**src/rtl/iee_pkg.sv**
```systemverilog
// Shared types, codes and helper functions of the infix expression evaluator.
`default_nettype none

package iee_pkg;

    localparam logic [47:0] QMAX    = 48'h7FFF_FFFF_FFFF;
    localparam logic [47:0] QMIN    = 48'h8000_0000_0000;
    localparam int          ERR_INT = 1111;

    localparam logic [7:0] CHR_0     = 8'h30;
    localparam logic [7:0] CHR_9     = 8'h39;
    localparam logic [7:0] CHR_POINT = 8'h2E;
    localparam logic [7:0] CHR_PLUS  = 8'h2B;
    localparam logic [7:0] CHR_MINUS = 8'h2D;
    localparam logic [7:0] CHR_STAR  = 8'h2A;
    localparam logic [7:0] CHR_SLASH = 8'h2F;
    localparam logic [7:0] CHR_OPEN  = 8'h28;
    localparam logic [7:0] CHR_CLOSE = 8'h29;
    localparam logic [7:0] CHR_EQ    = 8'h3D;

    typedef enum logic [2:0] {
        OP_ADD, OP_SUB, OP_MUL, OP_DIV, OP_PAR
    } t_op;

    typedef enum logic [3:0] {
        CH_DIGIT, CH_POINT, CH_PLUS, CH_MINUS, CH_MUL, CH_DIV,
        CH_OPEN, CH_CLOSE, CH_EQ, CH_OTHER
    } t_class;

    typedef enum logic [1:0] {
        PP_NONE, PP_OPEN, PP_NEG
    } t_paren;

    typedef enum logic [1:0] {
        PH_NONE, PH_INT, PH_FRAC, PH_TAIL
    } t_phase;

    typedef enum logic [1:0] {
        ST_OK, ST_DIV_ZERO, ST_OVERFLOW, ST_UNDERFLOW
    } t_status;

    typedef enum logic [2:0] {
        ALU_ADD, ALU_SUB, ALU_MUL, ALU_DIV, ALU_LIT
    } t_alu_op;

    typedef enum logic [3:0] {
        CMD_NONE, CMD_LOAD, CMD_LIT_CHAR, CMD_LIT_GO, CMD_PUSH_LIT, CMD_OP_PUSH,
        CMD_OP_PUSH_PAR, CMD_OP_POP, CMD_OP_DROP, CMD_POP_B, CMD_POP_A,
        CMD_DIV_ZERO, CMD_ALU_GO, CMD_PUSH_RES, CMD_RES_POP, CMD_EMIT
    } t_cmd;

    typedef enum logic [3:0] {
        S_IDLE, S_DECODE, S_MAIN, S_LIT_GO, S_LIT_WAIT, S_LIT_PUSH, S_SETTLE,
        S_CHECK, S_POP_OP, S_POP_B, S_POP_WAIT, S_POP_A, S_ALU_GO, S_ALU_WAIT,
        S_PUSH_RES, S_EMIT
    } t_state;

    typedef struct packed {
        t_cmd cmd;
        logic neg;
    } t_dp_cmd;

    typedef struct packed {
        t_class cls;
        logic   lit_active;
        logic   op_empty;
        t_op    op_top;
        t_op    opcode;
        logic   b_zero;
        logic   alu_done;
        logic   out_free;
    } t_dp_stat;

    function automatic t_class classify(input logic [7:0] c);
        t_class k;
        priority if (c >= CHR_0 && c <= CHR_9) k = CH_DIGIT;
        else if (c == CHR_POINT) k = CH_POINT;
        else if (c == CHR_PLUS)  k = CH_PLUS;
        else if (c == CHR_MINUS) k = CH_MINUS;
        else if (c == CHR_STAR)  k = CH_MUL;
        else if (c == CHR_SLASH) k = CH_DIV;
        else if (c == CHR_OPEN)  k = CH_OPEN;
        else if (c == CHR_CLOSE) k = CH_CLOSE;
        else if (c == CHR_EQ)    k = CH_EQ;
        else k = CH_OTHER;
        return k;
    endfunction

    function automatic logic [47:0] pow10(input logic [2:0] fd);
        logic [47:0] p;
        unique case (fd)
            3'd0:    p = 48'd1;
            3'd1:    p = 48'd10;
            3'd2:    p = 48'd100;
            3'd3:    p = 48'd1000;
            3'd4:    p = 48'd10000;
            default: p = 48'd100000;
        endcase
        return p;
    endfunction

    function automatic logic [47:0] mag(input logic signed [47:0] x);
        return x[47] ? 48'(-x) : 48'(x);
    endfunction

endpackage

`default_nettype wire

```
**src/rtl/iee_ctrl.sv**
```systemverilog
// Controller: state machine that sequences parsing, operator reduction and evaluation.
`default_nettype none

module iee_ctrl (
    input  wire                i_clk,
    input  wire                i_rst_n,
    input  wire                i_s_tvalid,
    output logic               o_s_tready,
    input  iee_pkg::t_dp_stat  i_stat,
    output iee_pkg::t_dp_cmd   o_cmd
);

    iee_pkg::t_state r_state, n_state;
    iee_pkg::t_paren r_pp, n_pp;

    logic is_lit_char;

    assign is_lit_char = i_stat.cls == iee_pkg::CH_DIGIT || i_stat.cls == iee_pkg::CH_POINT;

    always_ff @(posedge i_clk) begin
        if (!i_rst_n) begin
            r_state <= iee_pkg::S_IDLE;
            r_pp    <= iee_pkg::PP_NONE;
        end else begin
            r_state <= n_state;
            r_pp    <= n_pp;
        end
    end

    always_comb begin
        n_state    = r_state;
        n_pp       = r_pp;
        o_cmd.cmd  = iee_pkg::CMD_NONE;
        o_cmd.neg  = 1'b0;
        o_s_tready = 1'b0;

        unique case (r_state)
            iee_pkg::S_IDLE: begin
                o_s_tready = 1'b1;
                if (i_s_tvalid) begin
                    o_cmd.cmd = iee_pkg::CMD_LOAD;
                    n_state   = iee_pkg::S_DECODE;
                end
            end
            iee_pkg::S_DECODE: begin
                unique case (r_pp)
                    iee_pkg::PP_NEG: begin
                        if (is_lit_char) begin
                            o_cmd.cmd = iee_pkg::CMD_LIT_CHAR;
                            n_state   = iee_pkg::S_IDLE;
                        end else if (i_stat.cls == iee_pkg::CH_CLOSE ||
                                     i_stat.cls == iee_pkg::CH_EQ) begin
                            n_state = iee_pkg::S_LIT_GO;
                        end else begin
                            n_state = iee_pkg::S_IDLE;
                        end
                    end
                    iee_pkg::PP_OPEN: begin
                        n_pp = iee_pkg::PP_NONE;
                        if (i_stat.cls == iee_pkg::CH_MINUS) begin
                            n_pp    = iee_pkg::PP_NEG;
                            n_state = iee_pkg::S_IDLE;
                        end else if (i_stat.cls == iee_pkg::CH_EQ) begin
                            n_state = iee_pkg::S_SETTLE;
                        end else begin
                            o_cmd.cmd = iee_pkg::CMD_OP_PUSH_PAR;
                            n_state   = iee_pkg::S_MAIN;
                        end
                    end
                    default: begin
                        n_state = iee_pkg::S_MAIN;
                    end
                endcase
            end
            iee_pkg::S_MAIN: begin
                if (is_lit_char) begin
                    o_cmd.cmd = iee_pkg::CMD_LIT_CHAR;
                    n_state   = iee_pkg::S_IDLE;
                end else if (i_stat.cls == iee_pkg::CH_OTHER) begin
                    n_state = iee_pkg::S_IDLE;
                end else if (i_stat.cls == iee_pkg::CH_OPEN) begin
                    if (i_stat.lit_active) begin
                        n_state = iee_pkg::S_LIT_GO;
                    end else begin
                        n_pp    = iee_pkg::PP_OPEN;
                        n_state = iee_pkg::S_IDLE;
                    end
                end else if (i_stat.lit_active) begin
                    n_state = iee_pkg::S_LIT_GO;
                end else begin
                    n_state = iee_pkg::S_SETTLE;
                end
            end
            iee_pkg::S_LIT_GO: begin
                o_cmd.cmd = iee_pkg::CMD_LIT_GO;
                n_state   = iee_pkg::S_LIT_WAIT;
            end
            iee_pkg::S_LIT_WAIT: begin
                if (i_stat.alu_done) begin
                    n_state = iee_pkg::S_LIT_PUSH;
                end
            end
            iee_pkg::S_LIT_PUSH: begin
                o_cmd.cmd = iee_pkg::CMD_PUSH_LIT;
                o_cmd.neg = r_pp == iee_pkg::PP_NEG;
                if (r_pp == iee_pkg::PP_NEG) begin
                    n_pp    = iee_pkg::PP_NONE;
                    n_state = (i_stat.cls == iee_pkg::CH_EQ) ? iee_pkg::S_SETTLE
                                                             : iee_pkg::S_IDLE;
                end else begin
                    n_state = iee_pkg::S_SETTLE;
                end
            end
            iee_pkg::S_SETTLE: begin
                n_state = iee_pkg::S_CHECK;
            end
            iee_pkg::S_CHECK: begin
                unique case (i_stat.cls)
                    iee_pkg::CH_PLUS, iee_pkg::CH_MINUS: begin
                        if (!i_stat.op_empty && i_stat.op_top != iee_pkg::OP_PAR) begin
                            n_state = iee_pkg::S_POP_OP;
                        end else begin
                            o_cmd.cmd = iee_pkg::CMD_OP_PUSH;
                            n_state   = iee_pkg::S_IDLE;
                        end
                    end
                    iee_pkg::CH_MUL, iee_pkg::CH_DIV: begin
                        if (!i_stat.op_empty && (i_stat.op_top == iee_pkg::OP_MUL ||
                                                 i_stat.op_top == iee_pkg::OP_DIV)) begin
                            n_state = iee_pkg::S_POP_OP;
                        end else begin
                            o_cmd.cmd = iee_pkg::CMD_OP_PUSH;
                            n_state   = iee_pkg::S_IDLE;
                        end
                    end
                    iee_pkg::CH_OPEN: begin
                        n_pp    = iee_pkg::PP_OPEN;
                        n_state = iee_pkg::S_IDLE;
                    end
                    iee_pkg::CH_CLOSE: begin
                        if (!i_stat.op_empty && i_stat.op_top != iee_pkg::OP_PAR) begin
                            n_state = iee_pkg::S_POP_OP;
                        end else begin
                            if (!i_stat.op_empty) begin
                                o_cmd.cmd = iee_pkg::CMD_OP_DROP;
                            end
                            n_state = iee_pkg::S_IDLE;
                        end
                    end
                    iee_pkg::CH_EQ: begin
                        if (!i_stat.op_empty) begin
                            n_state = iee_pkg::S_POP_OP;
                        end else begin
                            o_cmd.cmd = iee_pkg::CMD_RES_POP;
                            n_state   = iee_pkg::S_EMIT;
                        end
                    end
                    default: begin
                        n_state = iee_pkg::S_IDLE;
                    end
                endcase
            end
            iee_pkg::S_POP_OP: begin
                o_cmd.cmd = iee_pkg::CMD_OP_POP;
                n_state   = (i_stat.op_top == iee_pkg::OP_PAR) ? iee_pkg::S_SETTLE
                                                              : iee_pkg::S_POP_B;
            end
            iee_pkg::S_POP_B: begin
                o_cmd.cmd = iee_pkg::CMD_POP_B;
                n_state   = iee_pkg::S_POP_WAIT;
            end
            iee_pkg::S_POP_WAIT: begin
                n_state = iee_pkg::S_POP_A;
            end
            iee_pkg::S_POP_A: begin
                o_cmd.cmd = iee_pkg::CMD_POP_A;
                n_state   = iee_pkg::S_ALU_GO;
            end
            iee_pkg::S_ALU_GO: begin
                if (i_stat.opcode == iee_pkg::OP_DIV && i_stat.b_zero) begin
                    o_cmd.cmd = iee_pkg::CMD_DIV_ZERO;
                    n_state   = iee_pkg::S_SETTLE;
                end else begin
                    o_cmd.cmd = iee_pkg::CMD_ALU_GO;
                    n_state   = iee_pkg::S_ALU_WAIT;
                end
            end
            iee_pkg::S_ALU_WAIT: begin
                if (i_stat.alu_done) begin
                    n_state = iee_pkg::S_PUSH_RES;
                end
            end
            iee_pkg::S_PUSH_RES: begin
                o_cmd.cmd = iee_pkg::CMD_PUSH_RES;
                n_state   = iee_pkg::S_SETTLE;
            end
            iee_pkg::S_EMIT: begin
                if (i_stat.out_free) begin
                    o_cmd.cmd = iee_pkg::CMD_EMIT;
                    n_pp      = iee_pkg::PP_NONE;
                    n_state   = iee_pkg::S_IDLE;
                end
            end
        endcase
    end

endmodule

`default_nettype wire
```
**config.mk**
```make
export PLATFORM = sky130hd
export DESIGN_NAME = iee_ctrl
export DESIGN_NICKNAME = d
export VERILOG_FILES = /design/src/rtl/iee_pkg.sv /design/src/rtl/iee_ctrl.sv
export SDC_FILE = /design/constraint.sdc
export NUM_CORES = 1
export LEC_CHECK = 0
export BUFFER_PORTS_ARGS = -buffer_cell sky130_fd_sc_hd__buf_2
export CAP_MARGIN = 20
export CORE_ASPECT_RATIO = 1.2
export CORE_MARGIN = 1
export CORE_UTILIZATION = 58
export DETAILED_ROUTE_END_ITERATION = 10
export MAX_ROUTING_LAYER = met4
export PLACE_DENSITY = 0.9
export SYNTH_ARGS = -nofsm -noshare
export SYNTH_HDL_FRONTEND = slang
export SYNTH_SLANG_ARGS = --single-unit
```
**constraint.sdc**
```tcl
create_clock -name i_clk -period 5.3 [get_ports i_clk]
set_input_delay 1.06 -clock i_clk [delete_from_list [all_inputs] [get_ports i_clk]]
set_output_delay 1.06 -clock i_clk [all_outputs]
set_load 0.01 [all_outputs]
```
After elaboration in Yosys (flattened, before gate mapping). Index checks and enable logic that the tools add are counted.

Equality and inequality tests: 42. Mux-type cells: 49. Reductions and logical operators: 15.

Operators with widths (count): case mux 4 bit (16 select lines) (1); two-way mux 4 bit (15); case mux 4 bit (12 select lines) (1); equality test 4 bit (second input constant) (10); two-way mux 3 bit (11); equality test 4 x 3 -> 1 bit (second input constant) (8); two-way mux 2 bit (13); != test 2 bit (second input constant) (10); equality test 4 x 2 -> 1 bit (second input constant) (4); case mux 4 bit (4 select lines) (1); case mux 4 bit (3 select lines) (1); case mux 2 bit (5 select lines) (1); equality test 3 x 2 -> 1 bit (second input constant) (3); AND reduction 9 bit (1); equality test 4 x 1 -> 1 bit (second input constant) (2); logical NOT 4 bit (2); case mux 4 bit (2 select lines) (1); case mux 3 bit (2 select lines) (1); nonzero test 5 bit (1); AND reduction 4 bit (1); OR reduction 2 bit (2); equality test 3 bit (second input constant) (1); logical AND 1 bit (3); logical OR 1 bit (3); 7 further kinds (9).

Output and inout port bits: 6. Word-level logic and storage cells: 108. Register bits: 6. Input port bits: 18.

Depth between registers and ports, before layout. Gate-level depths: netlist of run 1.

Depth after elaboration: 6. Depth in mapped cells: 7. Depth with buffers taken out: 7.

Worst setup path before layout of run 1. No wires, ideal clock.

Path type: input -> output. Start point: in i_stat[12] in the netlist's numbering. End point: out o_cmd[4] in the netlist's numbering. Buffers on the path: 1. Required time: 4.240 ns. Cell stages on the path: 6. Slack: 2.099 ns. Arrival time: 2.141 ns. Path through: clkbuf_1 and3b_1 and4b_1 a21oi_1 o21ai_0 a32o_1.

RTL lines: start: declaration (line iee_ctrl.sv:9) `input iee_pkg::t_dp_stat i_stat,`; end: declaration (line iee_ctrl.sv:10) `output iee_pkg::t_dp_cmd o_cmd`.

==> Flow_metrics.wiki, run 1 <==
{| class="wikitable"
! Metric !! Value
|-
| Total vias in the final route || roughly 1,300
|-
| Power density over cell area || about 150 mW/mm²
|-
| Hold_buf cts || 0
|-
| Crit start category || primary input
|-
| IR drop worst, VDD || slightly above 0.09 mV
|-
| Detail Route met3 WL || about 170 µm
|-
| WL met2 || roughly 1500 µm
|-
| Flop and latch count out of synthesis || 6
|-
| Routed length per placed instance || around 16 µm
|-
| Clock tree root driver cell || sky130_fd_sc_hd__clkbuf_4
|-
| Hpwl dp || 2190 µm
|-
| Count of buffers added by post-CTS timing repair for setup || 0
|-
| Number of nets in the layout || around 190
|-
| CTS tree || built
|-
| Post-synthesis cell count || 158
|-
| Outcome || finished, final reports clean
|-
| Buffers from clock root to sink, at most || 2
|-
| Achievable frequency || 290 MHz
|-
| Row cnt || 16
|-
| Tightest Hold Check Type || flop to flop
|-
| Required @ worst endpoint || approximately 4.2 ns
|-
| Worst Setup Path Type || primary input to primary output
|-
| Die height || 49.4 µm
|-
| Number of violations of the max-capacitance limit || 0
|-
| Share of layout cells above drive strength 1 || between 20% and 30%
|-
| DRC Markers || 0
|-
| Top Metal Used || met4
|-
| Mean instance size in the synthesized netlist || about 6.9 µm²
|-
| Number of buffers created by CTS || 3
|-
| Total power draw || approximately 180 µW
|-
| Die footprint || between 0.002 and 0.0025 mm²
|-
| Final worst-path cycle share || between 60% and 70%
|-
| Remaining global-route overflow || 0
|-
| Leakage power figure || 0.000445 µW
|-
| Layout area overhead || 8.88%
|-
| Count of synthesis-stage warnings from yosys || 0
|-
| Wire length of the first global-routing pass || slightly above 5000 µm
|-
| Endpoint kind of the worst setup timing path || primary output
|-
| Area after DPL || between 0.001 and 0.0015 mm²
|-
| Wire length after detailed routing || ~3000 µm
|-
| Transition time at the pin with the least slew margin || roughly 0.98 ns
|-
| Final-report setup violation count || 0
|-
| # diodes || 0
|-
| Sum of negative setup slack || 0 ns
|-
| Portion of the post-synthesis area used by sequential elements || between 10% and 20%
|-
| Initial antenna violation count || 0
|-
| Post-synth design cell area || between 0.001 and 0.0015 mm²
|-
| Post-route cell area || 0.00118 mm²
|-
| Number of top-level pins || 24
|-
| Area of the core || ~0.0017 mm²
|-
| Maximum number of pins on one net before global-route repair || 30
|-
| Post-route met1 wirelength || 1290 µm
|-
| Cell variety after synth || 56
|-
| Number of buffers added on ports || 23
|-
| Number of enable flip-flop cells after synthesis || 0
|-
| CTS resizes || 0
|-
| Number of global-route vias before repair || around 1,200
|-
| Number of search-and-repair iterations in the first detailed-routing pass || 4
|-
| Final period demand of the worst path || 3.45 ns
|-
| Source-to-sink clock delay at the later pin of the worst-skew pair || 0.23 ns
|-
| Die boundary width || between 40 and 50 µm
|-
| Number of nets still failing antenna checks after routing || 0
|-
| Worst Clk Skew || 0.00209 ns
|-
| Vias per Instance || roughly 6.9
|-
| Final weighted congestion in routability-driven placement || around 0.89
|-
| 1st-iter DRT viols || 53
|-
| Primary FF master, synth || sky130_fd_sc_hd__dfxtp_1
|-
| Final count of hold timing violations || 0
|-
| Number of levels the H-tree was split into || 1
|-
| Number of slew-limit violations in the final report || 0
|-
| Final Util || 69.4%
|-
| Worst endpoint data arrival time || roughly 2.4 ns
|-
| Async set or reset register ratio after synthesis || 0%
|-
| Syn_nets || 178
|-
| Number of placed instances with taps included || approximately 190
|-
| Final cell count without fillers || between 150 and 200
|-
| Total track usage || about a third
|-
| Initial standard-cell utilization of the core || between 60% and 70%
|-
| Clock transition time at the flip-flop clock pins of the worst setup and hold paths || 0.04 ns
|-
| Unrepaired setup endpoints after global routing || false
|-
| Highest net fanout along the worst path || 4
|-
| Clock sink count || 6
|-
| Worst rel slew slack || a little over a third
|}
synth_stat cells (all sizes together), types with 2 or more instances:
library cell | n | area [µm²]
a22oi | 3 | 22.5
nand3 | 7 | 35.0
nor2 | 12 | 45.0
a32oi | 3 | 26.3
clkbuf | 8 | 30.0
or3 | 2 | 12.5
a21oi | 10 | 53.8
o2111ai | 2 | 17.5
nor3b | 3 | 22.5
nand2 | 13 | 48.8
o21bai | 3 | 22.5
ha | 2 | 25.0
nor4b | 3 | 41.3
a31oi | 5 | 31.3
dfxtp | 6 | 120
buf | 6 | 33.8
o31ai | 4 | 30.0
nor4 | 5 | 31.3
o21ai | 11 | 58.8
nand4b | 2 | 17.5
inv | 7 | 26.3
nor2b | 3 | 18.8
nand2b | 11 | 68.8
layout by cell type, fill, tap and decap left out, types with 3 or more instances in the layout:
cell type	n
sky130_fd_sc_hd__a21oi_1	9
sky130_fd_sc_hd__a22oi_1	3
sky130_fd_sc_hd__a31oi_1	5
sky130_fd_sc_hd__a32oi_1	3
sky130_fd_sc_hd__buf_2	23
sky130_fd_sc_hd__clkbuf_4	3
sky130_fd_sc_hd__dfxtp_1	6
sky130_fd_sc_hd__inv_1	6
sky130_fd_sc_hd__nand2_1	13
sky130_fd_sc_hd__nand2b_1	11
sky130_fd_sc_hd__nand3_1	7
sky130_fd_sc_hd__nor2_1	12
sky130_fd_sc_hd__nor2b_1	3
sky130_fd_sc_hd__nor3b_1	3
sky130_fd_sc_hd__nor4_1	5
sky130_fd_sc_hd__o21ai_0	10
sky130_fd_sc_hd__o21bai_1	3
sky130_fd_sc_hd__o31ai_1	4
critical path, cell delays in order:
cell                       delay (ns)
sky130_fd_sc_hd__buf_2           0.10
sky130_fd_sc_hd__nor3b_1         0.45
sky130_fd_sc_hd__nor2_1          0.11
sky130_fd_sc_hd__o32ai_1         0.29
sky130_fd_sc_hd__a21oi_1         0.13
sky130_fd_sc_hd__o221ai_1        0.09
sky130_fd_sc_hd__buf_2           0.17
metrics by stage:
| step | setup WS (ns) | hold slack, ns |
|---|---|---|
| 2_1_floorplan | 2.10 | 0.456 |
| 3_3_place_gp | 1.91 | 0.470 |
| 3_5_place_dp | 1.85 | 0.503 |
| 4_1_cts | 1.85 | 0.509 |
| 5_1_grt | 1.73 | 0.532 |
| 6_report | 1.85 | 0.503 |
kinds of logic (layout without fill, tap and decap cells):
family                   count (synthesis)  count (layout)  synth area share, %
AO/OA/AOI/OAI                           55              55                 36.1
multiplexers                             1               1                0.923
buffers and inverters                   21              33                 8.30
adder cells (fa/ha/maj)                  2               2                 2.31
flip-flops                               6               6                 11.1
XOR/XNOR                                 2               2                 1.62
AND/OR/NAND/NOR                         71              71                 39.7
per-layer routing:
layer	global-route usage, %	vias to the layer above
met2	54.9	68
li1	-	627
met4	11.3	0
met5	-	-
met3	1.11	8
met1	38.8	598
cell type report:
class                      count  area [µm²]
clock buffer                   3        22.5
multi-input combinational    131         875
inverter                       7        26.3
tap                           18        22.5
timing repair buffer          23         115
sequential                     6         120
fill                         150         520
flip-flops by register name (all words and copies together) (netlist names):
register and count:
r_pp 2, r_state 4
report_power, final:
group	leakage, µW	internal, µW	switching, µW
clock	0.0000138	25.5	14.0
sequential	0.0000488	48.4	12.2
combinational	0.000382	34.2	44.6
worst paths after layout:
| kind | end | from | slack, ns | cells after the start |
|---|---|---|---|---|
| hold / removal | r_pp[1] | r_pp[1] | 0.50 | 2 |
| hold reg to reg | r_pp[1] | r_pp[1] | 0.50 | 2 |
| setup reg to reg | r_pp[0] | r_state[2] | 2.89 | 5 |
| setup / recovery | o_cmd[1] | i_stat[7] | 1.85 | 7 |
Note: power is estimated with default switching activity, not from simulation.
==> inputs of run 2 (changes only) <==
--- a/config.mk
+++ b/config.mk
@@ -5,14 +5,15 @@
 export SDC_FILE = /design/constraint.sdc
 export NUM_CORES = 1
 export LEC_CHECK = 0
+export ABC_AREA = 1
 export BUFFER_PORTS_ARGS = -buffer_cell sky130_fd_sc_hd__buf_2
 export CAP_MARGIN = 20
 export CORE_ASPECT_RATIO = 1.2
 export CORE_MARGIN = 1
-export CORE_UTILIZATION = 58
+export CORE_UTILIZATION = 47
 export DETAILED_ROUTE_END_ITERATION = 10
 export MAX_ROUTING_LAYER = met4
-export PLACE_DENSITY = 0.9
+export PLACE_DENSITY = 0.8
 export SYNTH_ARGS = -nofsm -noshare
 export SYNTH_HDL_FRONTEND = slang
 export SYNTH_SLANG_ARGS = --single-unit
==> constraint.sdc (replaced) <==
create_clock -name i_clk -period 2.9 [get_ports i_clk]
set_input_delay 0.58 -clock i_clk [delete_from_list [all_inputs] [get_ports i_clk]]
set_output_delay 0.58 -clock i_clk [all_outputs]
set_load 0.01 [all_outputs]
==> Flow_metrics.wiki, run 2 <==
{| class="wikitable"
! Metric !! Value
|-
| CTS tree || built
|-
| Number of violations of the max-capacitance limit || 0
|-
| Die height || 51.1 µm
|-
| Transition time at the pin with the least slew margin || 0.285 ns
|-
| Syn_nets || 215
|-
| Worst endpoint data arrival time || around 1.6 ns
|-
| CP max stage cell || sky130_fd_sc_hd__dfxtp_1
|-
| Leading cell type by number of instances after synthesis || sky130_fd_sc_hd__nand2_1
|-
| Number of search-and-repair iterations in the first detailed-routing pass || 4
|-
| Layout area overhead || 17.1%
|-
| Met3 track utilization from global routing || under 10%
|-
| Cells taking the most area after synthesis || sky130_fd_sc_hd__nand2_1 (27%), sky130_fd_sc_hd__nor2_1 (15%), sky130_fd_sc_hd__dfxtp_1 (13%), sky130_fd_sc_hd__inv_1 (9.9%), sky130_fd_sc_hd__nand3_1 (9.5%)
|-
| Final count of hold timing violations || 0
|-
| Final-report setup violation count || 0
|-
| Total vias in the final route || around 1,300
|-
| Number of buffers added on ports || 23
|-
| Sum of negative setup slack || 0 ns
|-
| Largest reg by FF count || r_state
|-
| Bufs and invs on worst path || 2
|-
| IR drop worst, VDD || slightly below 0.5 mV
|-
| Buffers from clock root to sink, at most || 2
|-
| Clock transition time at the flip-flop clock pins of the worst setup and hold paths || roughly 0.040 ns
|-
| Number of levels the H-tree was split into || 1
|-
| Sequential Power Share || around a fifth
|-
| Die footprint || roughly 0.0022 mm²
|-
| Initial standard-cell utilization of the core || between 50% and 60%
|-
| Largest area contributor in the synthesized netlist || sky130_fd_sc_hd__nand2_1
|-
| Number of buffers created by CTS || 3
|-
| Clock sink count || 6
|-
| Worst reg2reg setup slack || between 1 and 1.5 ns
|-
| Required @ worst endpoint || between 2 and 2.5 ns
|-
| Outcome || finished, final reports clean
|-
| Most frequent standard cell in the layout excluding fill and tap cells || sky130_fd_sc_hd__nand2_1
|-
| Number of nets in the layout || 243
|-
| Number of enable flip-flop cells after synthesis || 0
|-
| Unrepaired setup endpoints after global routing || false
|-
| Number of slew-limit violations in the final report || 0
|-
| Area of the core || 0.00187 mm²
|-
| Hold_buf cts || 0
|-
| CTS resizes || 0
|-
| Number of nets still failing antenna checks after routing || 0
|-
| Power density over cell area || roughly 600 mW/mm²
|-
| Portion of the post-synthesis area used by sequential elements || 12.7%
|-
| Net switching power of the design || roughly 350 µW
|-
| Maximum single-stage delay on the critical path || 0.40 ns
|-
| Routed length per placed instance || 11.0 µm
|-
| Worst rel slew slack || between 80 and 90%
|-
| Synth top area share || 27.0%
|-
| Remaining global-route overflow || 0
|-
| Most frequent cells in the layout || sky130_fd_sc_hd__nand2_1 (68), sky130_fd_sc_hd__nor2_1 (38), sky130_fd_sc_hd__inv_1 (25)
|-
| Highest net fanout along the worst path || 5
|-
| Tightest Hold Check Type || flop to flop
|-
| Dominant cell type by count on the critical path || sky130_fd_sc_hd__nand2_1
|-
| Crit Reg-Reg Startpoint || r_state[0]
|-
| Final weighted congestion in routability-driven placement || 0.955
|-
| Vias per Instance || 5.33
|-
| Critical path startpoint || r_state[0]
|-
| Primary FF master, synth || sky130_fd_sc_hd__dfxtp_1
|-
| Worst Clk Skew || 0.00310 ns
|-
| DRC Markers || 0
|-
| Hpwl dp || 2240 µm
|-
| Largest registers || r_state: 4 flops, r_pp: 2 flops
|-
| Async set or reset register ratio after synthesis || 0%
|-
| Share of layout cells above drive strength 1 || between 15 and 20%
|-
| Number of top-level pins || 24
|-
| Initial antenna violation count || 0
|-
| Hold path start || r_pp[1]
|-
| # diodes || 0
|-
| Achievable frequency || approximately 450 MHz
|-
| Count of synthesis-stage warnings from yosys || 0
|-
| Flop and latch count out of synthesis || 6
|-
| Final period demand of the worst path || 2.21 ns
|-
| Cell variety after synth || 20
|-
| Gate power share || between 60 and 70%
|-
| Leakage power figure || between 0.0006 and 0.0007 µW
|-
| Maximum number of pins on one net before global-route repair || 8
|-
| Max FFs per register || 4
|-
| Endpoint kind of the worst setup timing path || primary output
|-
| Top cells by instance count after synthesis || sky130_fd_sc_hd__nand2_1 (68), sky130_fd_sc_hd__nor2_1 (38), sky130_fd_sc_hd__inv_1 (25)
|-
| Count of buffers added by post-CTS timing repair for setup || 0
|-
| Worst Setup Path Type || flop to primary output
|-
| Switching power as a share of total power || approximately 53%
|-
| Crit start category || flop
|-
| Clock share of power || 11.2%
|-
| List of cells traversed by the critical path || inv_1 -> nand2_1 -> nor2_2 -> nand2_1 -> nand3_1 -> nor4b_1 -> nand2_1 -> buf_2
|-
| Post-synth design cell area || 945 µm²
|-
| Wire length of the first global-routing pass || about 4400 µm
|-
| Met2 track demand over resource || around 45%
|-
| Total track usage || a little over a quarter
|-
| Clock tree root driver cell || sky130_fd_sc_hd__clkbuf_4
|-
| Most Crowded Layer GR || met2
|-
| Post-synthesis cell count || 195
|-
| Final worst-path cycle share || between 70% and 80%
|-
| Mean instance size in the synthesized netlist || about 4.8 µm²
|-
| Row cnt || 17
|-
| Number of global-route vias before repair || 1,132
|-
| Wire length after detailed routing || approximately 2600 µm
|-
| Cell-internal power || between 300 and 400 µW
|-
| Met1 Resource Use GR || between 30% and 40%
|-
| Source-to-sink clock delay at the later pin of the worst-skew pair || ~0.24 ns
|-
| 1st-iter DRT viols || just under 70
|-
| Die boundary width || between 40 and 50 µm
|-
| Family with the most delay on the worst path || simple AND/OR/NAND/NOR gates
|-
| Total power draw || roughly 660 µW
|}
[run 2: changes by cell type in the layout (fill, tap and decap cells not counted), sizes merged, moves of 5 or more]
cell,change
a31oi,-5
inv,+22
nand2,+55
nand2b,-11
nand3,+11
nor2,+30
nor4,-5
o21ai,-5
[run 2: stage by stage]
step	instances	setup slack (ns)	utilization (%)	area [µm²]	hold WS [ns]
final	240	0.690	59.1	1110	0.510
after global routing	240	0.530	59.1	1110	0.537
after CTS	240	0.692	59.1	1110	0.520
after detailed placement	237	0.704	57.9	1080	0.509
after global placement	237	0.728	57.9	1080	0.506
after floorplan	195	0.980	-	945	0.477
[run 2: path summary, 6_finish.rpt]
check	endpoint	cells past startpoint
worst max-delay path	o_cmd[2]	8
worst max register to register	r_state[1]	8
worst min register to register	r_pp[1]	2
worst min-delay path	r_pp[1]	2
[run 2: logic make-up after synthesis]
group	share of synthesized area [%]
compound gates	16.2
fa+ha+maj	2.65
simple gates	57.0
flops	12.7
buf+inv	11.5
[run 2: power by group through the flow]
| stage | combinational [µW] | sequential, µW | clock [µW] |
|---|---|---|---|
| after floorplan | 340 | 127 | 0 |
| after global placement | 450 | 133 | 0 |
| after detailed placement | 450 | 133 | 0 |
| after CTS | 452 | 132 | 77.7 |
| after global routing | 518 | 135 | 82.1 |
| final | 454 | 133 | 73.7 |
[run 2: worst reg2reg max path: stages (launching register included)]
cell and delay, ns:
sky130_fd_sc_hd__dfxtp_1 0.40, sky130_fd_sc_hd__nand2_1 0.20, sky130_fd_sc_hd__nor2_1 0.25, sky130_fd_sc_hd__nand3_1 0.17, sky130_fd_sc_hd__nand2_1 0.13, sky130_fd_sc_hd__nor2_1 0.06
sky130_fd_sc_hd__nand3_1 0.09, sky130_fd_sc_hd__nand2_1 0.05, sky130_fd_sc_hd__a21oi_1 0.12
[run 2: layout make-up]
cell class	count	area, µm²
Clock buffer	3	22.5
Multi-Input combinational cell	160	716
Sequential cell	6	120
Inverter	29	109
Fill cell	208	766
Tap cell	19	23.8
Timing Repair Buffer	23	115
[run 2: routing by layer]
metal	routed length, µm	vias to the layer above
met1	1190	539
met2	1250	52
li1	-	678
met4	65	0
met3	148	10
met5	0	-
