### src/rtl/iee_pkg.sv
// Shared types, codes and helper functions of the infix expression evaluator.
`default_nettype none

package iee_pkg;

    localparam logic [47:0] QMAX    = 48'h7FFF_FFFF_FFFF;
    localparam logic [47:0] QMIN    = 48'h8000_0000_0000;
    localparam int          ERR_INT = 1111;

    localparam logic [7:0] CHR_0     = 8'h30;
    localparam logic [7:0] CHR_9     = 8'h39;
    localparam logic [7:0] CHR_POINT = 8'h2E;
    localparam logic [7:0] CHR_PLUS  = 8'h2B;
    localparam logic [7:0] CHR_MINUS = 8'h2D;
    localparam logic [7:0] CHR_STAR  = 8'h2A;
    localparam logic [7:0] CHR_SLASH = 8'h2F;
    localparam logic [7:0] CHR_OPEN  = 8'h28;
    localparam logic [7:0] CHR_CLOSE = 8'h29;
    localparam logic [7:0] CHR_EQ    = 8'h3D;

    typedef enum logic [2:0] {
        OP_ADD, OP_SUB, OP_MUL, OP_DIV, OP_PAR
    } t_op;

    typedef enum logic [3:0] {
        CH_DIGIT, CH_POINT, CH_PLUS, CH_MINUS, CH_MUL, CH_DIV,
        CH_OPEN, CH_CLOSE, CH_EQ, CH_OTHER
    } t_class;

    typedef enum logic [1:0] {
        PP_NONE, PP_OPEN, PP_NEG
    } t_paren;

    typedef enum logic [1:0] {
        PH_NONE, PH_INT, PH_FRAC, PH_TAIL
    } t_phase;

    typedef enum logic [1:0] {
        ST_OK, ST_DIV_ZERO, ST_OVERFLOW, ST_UNDERFLOW
    } t_status;

    typedef enum logic [2:0] {
        ALU_ADD, ALU_SUB, ALU_MUL, ALU_DIV, ALU_LIT
    } t_alu_op;

    typedef enum logic [3:0] {
        CMD_NONE, CMD_LOAD, CMD_LIT_CHAR, CMD_LIT_GO, CMD_PUSH_LIT, CMD_OP_PUSH,
        CMD_OP_PUSH_PAR, CMD_OP_POP, CMD_OP_DROP, CMD_POP_B, CMD_POP_A,
        CMD_DIV_ZERO, CMD_ALU_GO, CMD_PUSH_RES, CMD_RES_POP, CMD_EMIT
    } t_cmd;

    typedef enum logic [3:0] {
        S_IDLE, S_DECODE, S_MAIN, S_LIT_GO, S_LIT_WAIT, S_LIT_PUSH, S_SETTLE,
        S_CHECK, S_POP_OP, S_POP_B, S_POP_WAIT, S_POP_A, S_ALU_GO, S_ALU_WAIT,
        S_PUSH_RES, S_EMIT
    } t_state;

    typedef struct packed {
        t_cmd cmd;
        logic neg;
    } t_dp_cmd;

    typedef struct packed {
        t_class cls;
        logic   lit_active;
        logic   op_empty;
        t_op    op_top;
        t_op    opcode;
        logic   b_zero;
        logic   alu_done;
        logic   out_free;
    } t_dp_stat;

    function automatic t_class classify(input logic [7:0] c);
        t_class k;
        priority if (c >= CHR_0 && c <= CHR_9) k = CH_DIGIT;
        else if (c == CHR_POINT) k = CH_POINT;
        else if (c == CHR_PLUS)  k = CH_PLUS;
        else if (c == CHR_MINUS) k = CH_MINUS;
        else if (c == CHR_STAR)  k = CH_MUL;
        else if (c == CHR_SLASH) k = CH_DIV;
        else if (c == CHR_OPEN)  k = CH_OPEN;
        else if (c == CHR_CLOSE) k = CH_CLOSE;
        else if (c == CHR_EQ)    k = CH_EQ;
        else k = CH_OTHER;
        return k;
    endfunction

    function automatic logic [47:0] pow10(input logic [2:0] fd);
        logic [47:0] p;
        unique case (fd)
            3'd0:    p = 48'd1;
            3'd1:    p = 48'd10;
            3'd2:    p = 48'd100;
            3'd3:    p = 48'd1000;
            3'd4:    p = 48'd10000;
            default: p = 48'd100000;
        endcase
        return p;
    endfunction

    function automatic logic [47:0] mag(input logic signed [47:0] x);
        return x[47] ? 48'(-x) : 48'(x);
    endfunction

endpackage

`default_nettype wire

### src/rtl/iee_alu.sv
// Arithmetic unit: saturating add/subtract, bit-serial multiply and restoring divide.
`default_nettype none

module iee_alu #(
    parameter int FRACTION_BITS = 16
) (
    input  wire                  i_clk,
    input  wire                  i_rst_n,
    input  wire                  i_start,
    input  iee_pkg::t_alu_op     i_op,
    input  wire logic signed [47:0] i_a,
    input  wire logic signed [47:0] i_b,
    output logic                 o_done,
    output logic signed [47:0]   o_res
);

    localparam int DW = 48 + FRACTION_BITS;
    localparam int NW = $clog2(DW + 1);

    logic                r_busy, n_busy;
    logic                r_done, n_done;
    iee_pkg::t_alu_op    r_op, n_op;
    logic                r_neg, n_neg;
    logic                r_sat, n_sat;
    logic [NW-1:0]       r_cnt, n_cnt;
    logic [47:0]         r_y, n_y;
    logic [47:0]         r_hi, n_hi;
    logic [DW-1:0]       r_lo, n_lo;
    logic signed [47:0]  r_res, n_res;

    logic [48:0]         sum_as;
    logic [48:0]         mul_sum;
    logic [48:0]         rem_sh;
    logic                rem_ge;
    logic [95:0]         prod;
    logic                fin_ovf;
    logic [47:0]         fin_m;

    always_comb begin
        sum_as  = (i_op == iee_pkg::ALU_SUB) ? ({i_a[47], i_a} - {i_b[47], i_b})
                                             : ({i_a[47], i_a} + {i_b[47], i_b});
        mul_sum = {1'b0, r_hi[47:0]} + (r_lo[0] ? {1'b0, r_y} : 49'd0);
        rem_sh  = {r_hi[47:0], r_lo[DW-1]};
        rem_ge  = rem_sh >= {1'b0, r_y};
        prod    = {r_hi[47:0], r_lo[47:0]};
        if (r_op == iee_pkg::ALU_MUL) begin
            fin_ovf = |(prod >> (47 + FRACTION_BITS));
            fin_m   = 48'(prod >> FRACTION_BITS);
        end else begin
            fin_ovf = |(r_lo >> 47);
            fin_m   = r_lo[47:0];
        end

        n_busy = r_busy;
        n_done = 1'b0;
        n_op   = r_op;
        n_neg  = r_neg;
        n_sat  = r_sat;
        n_cnt  = r_cnt;
        n_y    = r_y;
        n_hi   = r_hi;
        n_lo   = r_lo;
        n_res  = r_res;

        if (i_start) begin
            n_op  = i_op;
            n_hi  = '0;
            n_sat = 1'b0;
            n_neg = i_a[47] ^ i_b[47];
            n_y   = iee_pkg::mag(i_b);
            unique case (i_op)
                iee_pkg::ALU_ADD, iee_pkg::ALU_SUB: begin
                    if (sum_as[48] != sum_as[47]) begin
                        n_res = sum_as[48] ? iee_pkg::QMIN : iee_pkg::QMAX;
                    end else begin
                        n_res = sum_as[47:0];
                    end
                    n_done = 1'b1;
                end
                iee_pkg::ALU_MUL: begin
                    n_lo   = DW'(iee_pkg::mag(i_a));
                    n_cnt  = NW'(48);
                    n_busy = 1'b1;
                end
                iee_pkg::ALU_DIV: begin
                    n_lo   = DW'(iee_pkg::mag(i_a)) << FRACTION_BITS;
                    n_cnt  = NW'(DW);
                    n_busy = 1'b1;
                end
                default: begin
                    n_neg  = 1'b0;
                    n_y    = i_b;
                    n_sat  = i_a >= iee_pkg::QMAX;
                    n_lo   = DW'(i_a) << FRACTION_BITS;
                    n_cnt  = NW'(DW);
                    n_busy = 1'b1;
                end
            endcase
        end else if (r_busy) begin
            if (r_cnt != '0) begin
                n_cnt = r_cnt - NW'(1);
                if (r_op == iee_pkg::ALU_MUL) begin
                    n_hi = mul_sum[48:1];
                    n_lo = DW'({mul_sum[0], r_lo[47:1]});
                end else begin
                    n_hi = rem_ge ? 48'(rem_sh - {1'b0, r_y}) : rem_sh[47:0];
                    n_lo = {r_lo[DW-2:0], rem_ge};
                end
            end else begin
                n_busy = 1'b0;
                n_done = 1'b1;
                if (r_sat) begin
                    n_res = iee_pkg::QMAX;
                end else if (fin_ovf) begin
                    n_res = r_neg ? iee_pkg::QMIN : iee_pkg::QMAX;
                end else begin
                    n_res = r_neg ? -$signed(fin_m) : $signed(fin_m);
                end
            end
        end
    end

    always_ff @(posedge i_clk) begin
        if (!i_rst_n) begin
            r_busy <= 1'b0;
            r_done <= 1'b0;
        end else begin
            r_busy <= n_busy;
            r_done <= n_done;
        end
    end

    always_ff @(posedge i_clk) begin
        r_op  <= n_op;
        r_neg <= n_neg;
        r_sat <= n_sat;
        r_cnt <= n_cnt;
        r_y   <= n_y;
        r_hi  <= n_hi;
        r_lo  <= n_lo;
        r_res <= n_res;
    end

    assign o_done = r_done;
    assign o_res  = r_res;

endmodule

`default_nettype wire

### src/rtl/iee_dp.sv
// Datapath: character register, literal builder, arithmetic unit, number and operator stacks, result register.
`default_nettype none

module iee_dp #(
    parameter int STACK_DEPTH   = 64,
    parameter int FRACTION_BITS = 16
) (
    input  wire                 i_clk,
    input  wire                 i_rst_n,
    input  iee_pkg::t_dp_cmd    i_cmd,
    output iee_pkg::t_dp_stat   o_stat,
    input  wire logic [7:0]     i_s_tdata,
    output logic                o_m_tvalid,
    input  wire                 i_m_tready,
    output logic [47:0]         o_m_tdata,
    output logic [1:0]          o_m_tuser
);

    localparam int AW = $clog2(STACK_DEPTH);
    localparam int CW = $clog2(STACK_DEPTH + 1);
    localparam logic [47:0] ERR_VAL = 48'(iee_pkg::ERR_INT) << FRACTION_BITS;

    logic [7:0]          r_char, n_char;
    logic [47:0]         r_lit, n_lit;
    logic [2:0]          r_fd, n_fd;
    iee_pkg::t_phase     r_phase, n_phase;
    iee_pkg::t_status    r_err, n_err;
    logic [CW-1:0]       r_ncnt, n_ncnt;
    logic [CW-1:0]       r_opcnt, n_opcnt;
    logic signed [47:0]  r_a, n_a;
    logic signed [47:0]  r_b, n_b;
    iee_pkg::t_op        r_opcode, n_opcode;
    logic                r_out_valid, n_out_valid;
    logic [47:0]         r_out_data, n_out_data;
    iee_pkg::t_status    r_out_stat, n_out_stat;

    logic signed [47:0]  num_mem [STACK_DEPTH];
    iee_pkg::t_op        op_mem [STACK_DEPTH];
    logic signed [47:0]  r_num_rd;
    iee_pkg::t_op        r_op_rd;
    logic [AW-1:0]       num_raddr, op_raddr;
    logic                num_we, op_we;
    logic signed [47:0]  num_wdata;
    iee_pkg::t_op        op_wdata;

    iee_pkg::t_class     cls;
    logic [51:0]         lit10;
    logic [47:0]         add_val;
    logic                do_push;
    logic                out_free;

    logic                alu_start;
    iee_pkg::t_alu_op    alu_op;
    logic signed [47:0]  alu_a, alu_b;
    logic                alu_done;
    logic signed [47:0]  alu_res;

    function automatic iee_pkg::t_status flag(input iee_pkg::t_status cur,
                                               input iee_pkg::t_status code);
        return (cur == iee_pkg::ST_OK) ? code : cur;
    endfunction

    iee_alu #(
        .FRACTION_BITS (FRACTION_BITS)
    ) u_alu (
        .i_clk   (i_clk),
        .i_rst_n (i_rst_n),
        .i_start (alu_start),
        .i_op    (alu_op),
        .i_a     (alu_a),
        .i_b     (alu_b),
        .o_done  (alu_done),
        .o_res   (alu_res)
    );

    assign cls       = iee_pkg::classify(r_char);
    assign num_raddr = AW'(r_ncnt - CW'(1));
    assign op_raddr  = AW'(r_opcnt - CW'(1));
    assign out_free  = !r_out_valid || i_m_tready;
    assign lit10     = ({4'd0, r_lit} << 3) + ({4'd0, r_lit} << 1) + 52'(r_char[3:0]);
    assign add_val   = (r_lit >= iee_pkg::QMAX || lit10 > 52'(iee_pkg::QMAX))
                       ? iee_pkg::QMAX : lit10[47:0];

    always_comb begin
        n_char      = r_char;
        n_lit       = r_lit;
        n_fd        = r_fd;
        n_phase     = r_phase;
        n_err       = r_err;
        n_ncnt      = r_ncnt;
        n_opcnt     = r_opcnt;
        n_a         = r_a;
        n_b         = r_b;
        n_opcode    = r_opcode;
        n_out_valid = r_out_valid;
        n_out_data  = r_out_data;
        n_out_stat  = r_out_stat;
        num_we      = 1'b0;
        op_we       = 1'b0;
        num_wdata   = i_cmd.neg ? -alu_res : alu_res;
        op_wdata    = iee_pkg::OP_PAR;
        do_push     = 1'b0;
        alu_start   = 1'b0;
        alu_op      = iee_pkg::ALU_ADD;
        alu_a       = r_a;
        alu_b       = r_b;

        if (r_out_valid && i_m_tready) begin
            n_out_valid = 1'b0;
        end

        unique case (i_cmd.cmd)
            iee_pkg::CMD_NONE: begin
            end
            iee_pkg::CMD_LOAD: begin
                n_char = i_s_tdata;
            end
            iee_pkg::CMD_LIT_CHAR: begin
                if (cls == iee_pkg::CH_DIGIT) begin
                    if (r_phase == iee_pkg::PH_NONE || r_phase == iee_pkg::PH_INT) begin
                        n_phase = iee_pkg::PH_INT;
                        n_lit   = add_val;
                    end else if (r_phase == iee_pkg::PH_FRAC && r_fd < 3'd5) begin
                        n_lit = add_val;
                        n_fd  = r_fd + 3'd1;
                    end
                end else begin
                    n_phase = (r_phase == iee_pkg::PH_NONE || r_phase == iee_pkg::PH_INT)
                              ? iee_pkg::PH_FRAC : iee_pkg::PH_TAIL;
                end
            end
            iee_pkg::CMD_LIT_GO: begin
                alu_start = 1'b1;
                alu_op    = iee_pkg::ALU_LIT;
                alu_a     = r_lit;
                alu_b     = iee_pkg::pow10(r_fd);
            end
            iee_pkg::CMD_PUSH_LIT: begin
                do_push = 1'b1;
                n_lit   = '0;
                n_fd    = '0;
                n_phase = iee_pkg::PH_NONE;
            end
            iee_pkg::CMD_PUSH_RES: begin
                do_push = 1'b1;
            end
            iee_pkg::CMD_OP_PUSH, iee_pkg::CMD_OP_PUSH_PAR: begin
                if (i_cmd.cmd == iee_pkg::CMD_OP_PUSH_PAR) begin
                    op_wdata = iee_pkg::OP_PAR;
                end else begin
                    unique case (cls)
                        iee_pkg::CH_PLUS:  op_wdata = iee_pkg::OP_ADD;
                        iee_pkg::CH_MINUS: op_wdata = iee_pkg::OP_SUB;
                        iee_pkg::CH_MUL:   op_wdata = iee_pkg::OP_MUL;
                        default:           op_wdata = iee_pkg::OP_DIV;
                    endcase
                end
                if (r_opcnt >= CW'(STACK_DEPTH)) begin
                    n_err = flag(r_err, iee_pkg::ST_OVERFLOW);
                end else begin
                    op_we   = 1'b1;
                    n_opcnt = r_opcnt + CW'(1);
                end
            end
            iee_pkg::CMD_OP_POP: begin
                n_opcode = r_op_rd;
                n_opcnt  = r_opcnt - CW'(1);
            end
            iee_pkg::CMD_OP_DROP: begin
                n_opcnt = r_opcnt - CW'(1);
            end
            iee_pkg::CMD_POP_B: begin
                if (r_ncnt == '0) begin
                    n_b   = ERR_VAL;
                    n_err = flag(r_err, iee_pkg::ST_UNDERFLOW);
                end else begin
                    n_b    = r_num_rd;
                    n_ncnt = r_ncnt - CW'(1);
                end
            end
            iee_pkg::CMD_POP_A, iee_pkg::CMD_RES_POP: begin
                if (r_ncnt == '0) begin
                    n_a   = ERR_VAL;
                    n_err = flag(r_err, iee_pkg::ST_UNDERFLOW);
                end else begin
                    n_a    = r_num_rd;
                    n_ncnt = r_ncnt - CW'(1);
                end
            end
            iee_pkg::CMD_DIV_ZERO: begin
                n_err = flag(r_err, iee_pkg::ST_DIV_ZERO);
            end
            iee_pkg::CMD_ALU_GO: begin
                alu_start = 1'b1;
                alu_op    = iee_pkg::t_alu_op'(r_opcode);
            end
            iee_pkg::CMD_EMIT: begin
                n_out_valid = 1'b1;
                n_out_data  = r_a;
                n_out_stat  = r_err;
                n_ncnt      = '0;
                n_opcnt     = '0;
                n_lit       = '0;
                n_fd        = '0;
                n_phase     = iee_pkg::PH_NONE;
                n_err       = iee_pkg::ST_OK;
            end
        endcase

        if (do_push) begin
            if (r_ncnt >= CW'(STACK_DEPTH)) begin
                n_err = flag(r_err, iee_pkg::ST_OVERFLOW);
            end else begin
                num_we = 1'b1;
                n_ncnt = r_ncnt + CW'(1);
            end
        end
    end

    always_ff @(posedge i_clk) begin
        if (!i_rst_n) begin
            r_lit       <= '0;
            r_fd        <= '0;
            r_phase     <= iee_pkg::PH_NONE;
            r_err       <= iee_pkg::ST_OK;
            r_ncnt      <= '0;
            r_opcnt     <= '0;
            r_out_valid <= 1'b0;
        end else begin
            r_lit       <= n_lit;
            r_fd        <= n_fd;
            r_phase     <= n_phase;
            r_err       <= n_err;
            r_ncnt      <= n_ncnt;
            r_opcnt     <= n_opcnt;
            r_out_valid <= n_out_valid;
        end
    end

    always_ff @(posedge i_clk) begin
        r_char     <= n_char;
        r_a        <= n_a;
        r_b        <= n_b;
        r_opcode   <= n_opcode;
        r_out_data <= n_out_data;
        r_out_stat <= n_out_stat;
    end

    always_ff @(posedge i_clk) begin
        if (num_we) begin
            num_mem[AW'(r_ncnt)] <= num_wdata;
        end
        r_num_rd <= num_mem[num_raddr];
    end

    always_ff @(posedge i_clk) begin
        if (op_we) begin
            op_mem[AW'(r_opcnt)] <= op_wdata;
        end
        r_op_rd <= op_mem[op_raddr];
    end

    always_comb begin
        o_stat.cls        = cls;
        o_stat.lit_active = r_phase != iee_pkg::PH_NONE;
        o_stat.op_empty   = r_opcnt == '0;
        o_stat.op_top     = r_op_rd;
        o_stat.opcode     = r_opcode;
        o_stat.b_zero     = r_b == '0;
        o_stat.alu_done   = alu_done;
        o_stat.out_free   = out_free;
    end

    assign o_m_tvalid = r_out_valid;
    assign o_m_tdata  = r_out_data;
    assign o_m_tuser  = r_out_stat;

    a_ncnt_bound: assert property (@(posedge i_clk) disable iff (!i_rst_n)
        r_ncnt <= CW'(STACK_DEPTH))
        else $error("number stack count beyond depth");

    a_opcnt_bound: assert property (@(posedge i_clk) disable iff (!i_rst_n)
        r_opcnt <= CW'(STACK_DEPTH))
        else $error("operator stack count beyond depth");

    a_emit_free: assert property (@(posedge i_clk) disable iff (!i_rst_n)
        (i_cmd.cmd == iee_pkg::CMD_EMIT) |-> out_free)
        else $error("result written over a waiting beat");

    a_pop_arith: assert property (@(posedge i_clk) disable iff (!i_rst_n)
        (i_cmd.cmd == iee_pkg::CMD_ALU_GO) |-> (r_opcode != iee_pkg::OP_PAR))
        else $error("parenthesis sent to the arithmetic unit");

endmodule

`default_nettype wire

### config.mk
export PLATFORM = sky130hd
export DESIGN_NAME = iee_dp
export DESIGN_NICKNAME = d
export VERILOG_FILES = /design/src/rtl/iee_pkg.sv /design/src/rtl/iee_alu.sv /design/src/rtl/iee_dp.sv
export SDC_FILE = /design/constraint.sdc
export NUM_CORES = 2
export LEC_CHECK = 0
export BUFFER_PORTS_ARGS = -buffer_cell sky130_fd_sc_hd__clkbuf_2
export CAP_MARGIN = 10
export CORE_MARGIN = 4
export CORE_UTILIZATION = 45
export DETAILED_ROUTE_END_ITERATION = 8
export PLACE_DENSITY = 0.72
export SLEW_MARGIN = 30
export SYNTH_ARGS = -nofsm -noshare
export SYNTH_HDL_FRONTEND = slang
export SYNTH_SLANG_ARGS = --single-unit
### constraint.sdc
create_clock -name i_clk -period 15.5 [get_ports i_clk]
set_input_delay 1.55 -clock i_clk [delete_from_list [all_inputs] [get_ports i_clk]]
set_output_delay 1.55 -clock i_clk [all_outputs]
set_load 0.01 [all_outputs]
---- Word-level counts from Yosys, hierarchy flattened ----
Memory sizes are Yosys's and may differ from the RTL's. A register that Yosys moved wholly into a read port is not among the register bits.
Index checks and enable logic that the tools add are counted.
word-level totals
  memories kept ........................... 2
  bits in registers ....................... 449
  logic and storage cells ................. 230
  memory bits (writable) .................. 3264
  input bits .............................. 16
  output and inout port bits .............. 66
memories
  memory   words  bits a word  read ports  clocked after memory_dff  wr ports  RTL line      RTL
  num_mem  64     48           1           1                         1         iee_dp.sv:37  logic signed [47:0] num_mem [STACK_DEPTH];
  op_mem   64     3            1           1                         1         iee_dp.sv:38  iee_pkg::t_op op_mem [STACK_DEPTH];
operators by class
  equal/unequal tests ..................... 46
  bitwise gates (word level) .............. 1
  reductions and logical operators ........ 40
  magnitude comparators ................... 9
  $add $sub $neg .......................... 16
  mux-type cells .......................... 93
operators with widths
  cell                                                                     count
  48-bit 2-to-1 mux                                                        25
  64-bit 2-to-1 mux                                                        4
  48-bit negator                                                           4
  64-bit one-hot mux with 3 select lines                                   1
  48-bit by 48-bit adder with 49-bit output                                2
  48-bit by 47-bit >= comparator with 1-bit output, second input constant  2
  48-bit one-hot mux with 2 select lines                                   1
  17-bit one-hot mux with 5 select lines                                   1
  8-bit by 6-bit == test with 1-bit output, second input constant          8
  51-bit by 49-bit adder with 52-bit output                                1
  52-bit by 4-bit adder with 52-bit output                                 1
  52-bit by 47-bit > comparator with 1-bit output, second input constant   1
  49-bit by 48-bit >= comparator with 1-bit output                         1
  49-bit 2-to-1 mux                                                        1
  7-bit 2-to-1 mux                                                         7
  48-bit by 48-bit subtractor with 49-bit output                           1
  48-bit zero test                                                         1
  48-bit subtractor                                                        1
  33-bit OR reduction                                                      1
  4-bit == test, second input constant                                     8
  4-bit 2-to-1 mux                                                         8
  7-bit one-hot mux with 2 select lines                                    2
  1-bit 2-to-1 mux                                                         23
  7-bit one-hot mux with 3 select lines                                    1
  other kinds (43)                                                         99

---- Logic depth before layout (Yosys ltp) ----
  depth in word-level cells ............... 14
  gate-level depth with buffers ........... 36
  depth with buffers taken out ............ 26

---- By module ----
Synthesis repeated with hierarchy kept, for this count alone.
unflattened totals
  cell total of the unflattened synthesis .. 9512
  area, all modules ....................... 163110.2 um^2
by module, submodules not included
  module   area each (um^2)  times used  cells each  seq. area each (um^2)
  iee_dp   138805.6          1           6307        105150.8
  iee_alu  24304.6           1           3205        6165.9

---- Worst setup path before layout ----
OpenSTA, ideal clock, no wires.
  path kind ............................... input -> register
  from .................................... input port i_cmd[4] (netlist bit)
  to ...................................... register u_alu.r_res[10] (netlist: u_alu.o_res[10]), data pin
  cell stages on the path ................. 32
  data arrival time ....................... 7.592 ns
  setup time .............................. 0.270 ns
  required time ........................... 15.230 ns
  setup slack ............................. 7.637 ns
  path buffers ............................ 10
  path through ............................ buf_2 -> nand4bb_1 -> buf_2 -> buf_2 -> buf_2 -> buf_2 -> buf_1 -> clkbuf_1 -> buf_1 -> nand2_1 -> and2_1 -> ha_1 -> inv_1 -> nor3_2 -> o21ai_0 -> nor2b_1 -> o21ai_1 -> nand2b_1 -> a31oi_1 -> a31oi_1 -> ha_1 -> clkbuf_1 -> nand4_1 -> or4_1 -> nor4b_1 -> a21oi_1 -> nand2_1 -> xnor2_1 -> nor2_1 -> nor2_2 -> clkbuf_1 -> a21oi_1
on the way
  longest elaborated chain between the ends .. 8
  elaborated cells between the ends (all ways) .. 16
  classes of those cells .................. add/sub (2); eq/ne (4); mux (9); reduce/logical (1)
RTL lines
  what                                                                        RTL line                      RTL
  from (decl)                                                                 iee_dp.sv:10                  input iee_pkg::t_dp_cmd i_cmd,
  4-bit by 2-bit == test with 1-bit output or 4-bit == test (tied branches)   iee_dp.sv:112                 unique case (i_cmd.cmd)
  48-bit 2-to-1 mux or 3-bit one-hot mux with 2 select lines (tied branches)  iee_dp.sv:112
  48-bit by 48-bit adder with 49-bit output, or another cell as far along     iee_alu.sv:41                 : ({i_a[47], i_a} + {i_b[47], i_b});
  49-bit 2-to-1 mux                                                           iee_alu.sv:40                 sum_as = (i_op == iee_pkg::ALU_SUB) ? ({i_a[47], i_a} - {i_b[47], i_b})
  48-bit 2-to-1 mux or 1-bit inequality test (tied branches)                  iee_alu.sv:74, iee_alu.sv:73
  48-bit 2-to-1 mux                                                           iee_alu.sv:73                 if (sum_as[48] != sum_as[47]) begin
  48-bit 2-to-1 mux                                                           iee_alu.sv:71                 unique case (i_op)
  48-bit 2-to-1 mux (*)                                                       iee_alu.sv:65                 if (i_start) begin
  net u_alu.n_res[10]                                                         iee_alu.sv:29                 logic signed [47:0] r_res, n_res;
  to (signal assigned)                                                        iee_alu.sv:141                r_res <= n_res;
  to (decl)                                                                   iee_alu.sv:29
The timed path passes the listed nets; every way through them passes the cells marked *. The select of a mux whose other input is x is not followed.
A chain may end at the register's enable or synchronous reset.

---- Worst setup path in the final report ----
  from .................................... input port i_cmd[1] (netlist bit)
  to ...................................... register u_alu.r_res[19] (netlist: u_alu.o_res[19]), data pin
Same word-level chain as after synthesis.

==> key figures <==
Status
  – Outcome: completed

Timing
  – Crit path time final: slightly below 8 ns
  – Fin crit share: 49.8%
  – Final hold vios: 0
  – Clock skew: 0.0638 ns
  – Final-report setup violation count: 0
  – Slew HR: 25.6%
  – Slew Viols, Final: 0
  – Setup TNS: 0 ns
  – Slew @ Worst Pin: approximately 1.1 ns
  – Maximum clock frequency: about 0.13 GHz
  – RSZ-0062 raised after global routing: no
  – Post-route setup slack: around 8 ns

Synthesis
  – Post-synth EDFFs: approximately 3600
  – Syn_nets: slightly below 10000
  – Post-Syn Area: 163000 µm²
  – Mapped Cells: 9442
  – #FFs+latches synth: about 3800
  – Ys flop type: edfxtp_1
  – Avg Inst Size Synth: about 17 µm²
  – Yosys cell types: 101
  – Seq/Total Area, Yosys: a little under 70%
  – Post-synth ARST share: 0%
  – Warnings from Yosys: 0

Global routing
  – First-pass GRT wire length: ~720000 µm
  – Largest net degree at the start of global routing: 161
  – GR Overflow Total: 0
  – Vias in the first global route: about 94000
  – Antenna violations before repair: 38
  – GRT Util Overall: 27.0%

Critical path
  – FF-to-FF path depth: 22
  – Crit-path leading delay family: simple AND/OR/NAND/NOR gates
  – Crit path capture type: flip-flop
  – R2R setup slack: 8.40 ns
  – CP endpoint: u_alu.o_res[19]
  – RR Startpoint: r_fd[2]
  – Req. time, crit path: roughly 16 ns
  – WP depth: 25
  – Crit path kind: primary input to flip-flop
  – Worst Path Arrival: approximately 8.4 ns
  – Crit path launch type: primary input
  – Crit. Startpoint: i_cmd[1]
  – CP bufs+invs: 3
  – End of the worst register-to-register path: u_alu.o_res[19]
  – Crit-path max FO: 45
  – Critical path's largest stage delay: slightly below 0.7 ns
  – Critical-path top delay cell: nor4bb_4

CTS
  – CTS Buffer Depth: 4
  – Num CTS Buffers: between 300 and 400
  – Number of setup buffers added after CTS: 0
  – Worst-skew pair later-pin latency: 0.98 ns
  – H-tree Lvls: 5
  – Sink Count: about 3800
  – Resized cells post-CTS: 0
  – CTS tree: built
  – Post-CTS Hold Buffers: 0
  – Clock-pin slew on the worst setup and hold paths: 0.06 ns
  – CTS Root Cell: clkbuf_16

Floorplanning
  – Die width: slightly above 600 µm
  – Ports: between 80 and 90
  – Number of cell rows: 220
  – Core Box Area: roughly 360000 µm²
  – Die Area: 372000 µm²
  – Starting density of the core: ~45%
  – Die H: roughly 610 µm

Finish
  – Nets: ~9900
  – Largest reg by FF count: num_mem
  – Reg area: 111000 µm²
  – Layout area overhead: 12.4%
  – Core Util, Final: just over 50%
  – Largest regs: num_mem (3072), op_mem (192), u_alu.r_lo (64)
  – Layout cell share with drive strength beyond 1: about 22%
  – Fillers: roughly 28000
  – Max reg flops: around 3100
  – Area of the multi-input gates: 50100 µm²

Placement
  – Dpl ws: 6.92 ns
  – HPWL Detailed: ~310000 µm
  – Port bufs: 81
  – RePlAce Congestion: 0.989

Route
  – Antenna Nets Post-Route: 0
  – Drt via density: roughly 6.5
  – Drt pass-1 iters: 5
  – Drt drc: 0
  – Vias: 95900
  – DRT iter0 DRCs: around 14000
  – Routed WL: 511000 µm
  – Drt wl/cell: approximately 35 µm

Pwr
  – Pwr/cell area: roughly 140 nW/µm²
  – Leak: 0.0593 µW
  – VDD IR max: 106 µV
  – Tot Pwr: roughly 25000 µW

Hold path
  – Hold crit path type: flip-flop to flip-flop

Run
  – Max-Cap Viols: 0
how the worst min path moves through the flow:
| stage | from | to | slack [ns] | depth (start not counted) |
|---|---|---|---|---|
| after CTS | r_err[1] | o_m_tuser[1] | 0.46 | 0 |
| after global routing | r_err[1] | o_m_tuser[1] | 0.48 | 0 |
| after floorplan | r_a[0] | o_m_tdata[0] | 0.43 | 0 |
| final | r_err[1] | o_m_tuser[1] | 0.47 | 0 |
| after global placement | r_err[0] | o_m_tuser[0] | 0.45 | 0 |
| after detailed placement | r_err[1] | o_m_tuser[1] | 0.45 | 0 |
worst reg2reg max path: stages (launching register included):
cell	delay, ns
dfxtp_1	0.56
inv_1	0.17
ha_1	0.30
nor4b_1	0.70
a21oi_1	0.11
nor3_2	0.38
o21ai_0	0.43
nor2b_1	0.36
o21ai_1	0.35
or4_1	0.63
a31oi_1	0.20
nand2_1	0.08
ha_1	0.42
a21oi_1	0.19
o21ai_0	0.10
a221o_1	0.34
a211oi_1	0.24
nand2_1	0.10
xnor2_1	0.27
nor2_1	0.13
nor2_4	0.40
buf_16	0.25
a21oi_1	0.13
cells in the mapped netlist (11+ instances only):
library cell  count  area share (%)
xnor2_1         251             1.3
a211o_1          11           0.059
nand2b_1         34            0.13
a22oi_1          15           0.069
clkbuf_1        388            0.89
o211ai_1         32            0.15
or3_1            36            0.14
nand3_1         118            0.36
o21a_1           22            0.10
a21o_1           89            0.41
nand3b_1         12           0.055
or4_1            22            0.10
o221ai_1         24            0.13
o31ai_1          50            0.23
inv_1           205            0.47
a31oi_1          75            0.29
nand4_1          68            0.26
dfxtp_1         171             2.1
a221oi_1         29            0.16
o21ai_0         370             1.1
xor2_1          124            0.67
mux4_2         1071              15
buf_1           105            0.24
and3_1           39            0.15
buf_2            17           0.052
nor4_1           49            0.19
mux2i_1          98            0.60
o21bai_1         34            0.16
nor2b_1          69            0.26
nor2_1          447             1.0
a21oi_1         494             1.5
edfxtp_1       3593              66
and2_1          102            0.39
or2_2            24           0.092
a311oi_1         14           0.075
o22ai_1          23           0.088
o41ai_1          13           0.070
a21boi_0         25            0.12
ha_1            256             2.0
a211oi_1         52            0.24
nor3_1          108            0.33
nand2_1         485             1.1
kinds of logic after synthesis:
family / after synthesis / synth area share, %
compound gates: 1477 / 5.60
xor+xnor: 375 / 2.01
fa+ha+maj: 261 / 2.03
buf+inv: 722 / 1.69
flops: 3764 / 68.3
mux: 1175 / 15.4
simple gates: 1668 / 4.94
report_power, final:
part	leakage [µW]	switching, µW	total [µW]	internal (µW)
combinational	0.0196	2520	4280	1760
clock	0.00587	3890	8980	5080
sequential	0.0337	221	11600	11400
total	0.0593	6640	24800	18200
metal layers:
layer	global-route usage, %	share of wire, %	vias up
met3	5.94	11	1208
met2	42.6	47	6222
met5	0	0.041	-
met1	36.4	37	49800
li1	-	-	38600
met4	11.7	5.2	28
layout by cell type (no fill, tap or decap), drive strengths merged, types with 100 or more instances in the layout:
cell type  Yosys  final
a21oi        496    496
and2         104    104
buf          127    280
clkbuf       388    549
clkinv         1    154
dfxtp        171    171
edfxtp      3593   3593
ha           256    256
inv          206    226
mux2i        100    100
mux4        1071   1071
nand2        486    486
nand3        118    118
nor2         448    448
nor3         111    111
o21ai        374    374
xnor2        251    251
xor2         124    124
per-stage QoR:
stage	hold WS, ns	area (µm²)	cells
floorplan	0.426	163000	9442
global placement	0.446	171000	14000
detailed placement	0.448	171000	14100
CTS	0.461	183000	14700
global route	0.481	183000	14700
finish	0.466	183000	14800
cell type report:
cell class / instances / share of cell area [%]
clock inverter: 215 / 1.14
tap: 4773 / 3.26
multi-input combinational: 4956 / 27.3
clock buffer: 468 / 5.41
sequential: 3764 / 60.7
antenna: 6 / 0.00819
inverter: 207 / 0.425
timing repair buffer: 361 / 1.69
Power figures use the tool's default switching activity.
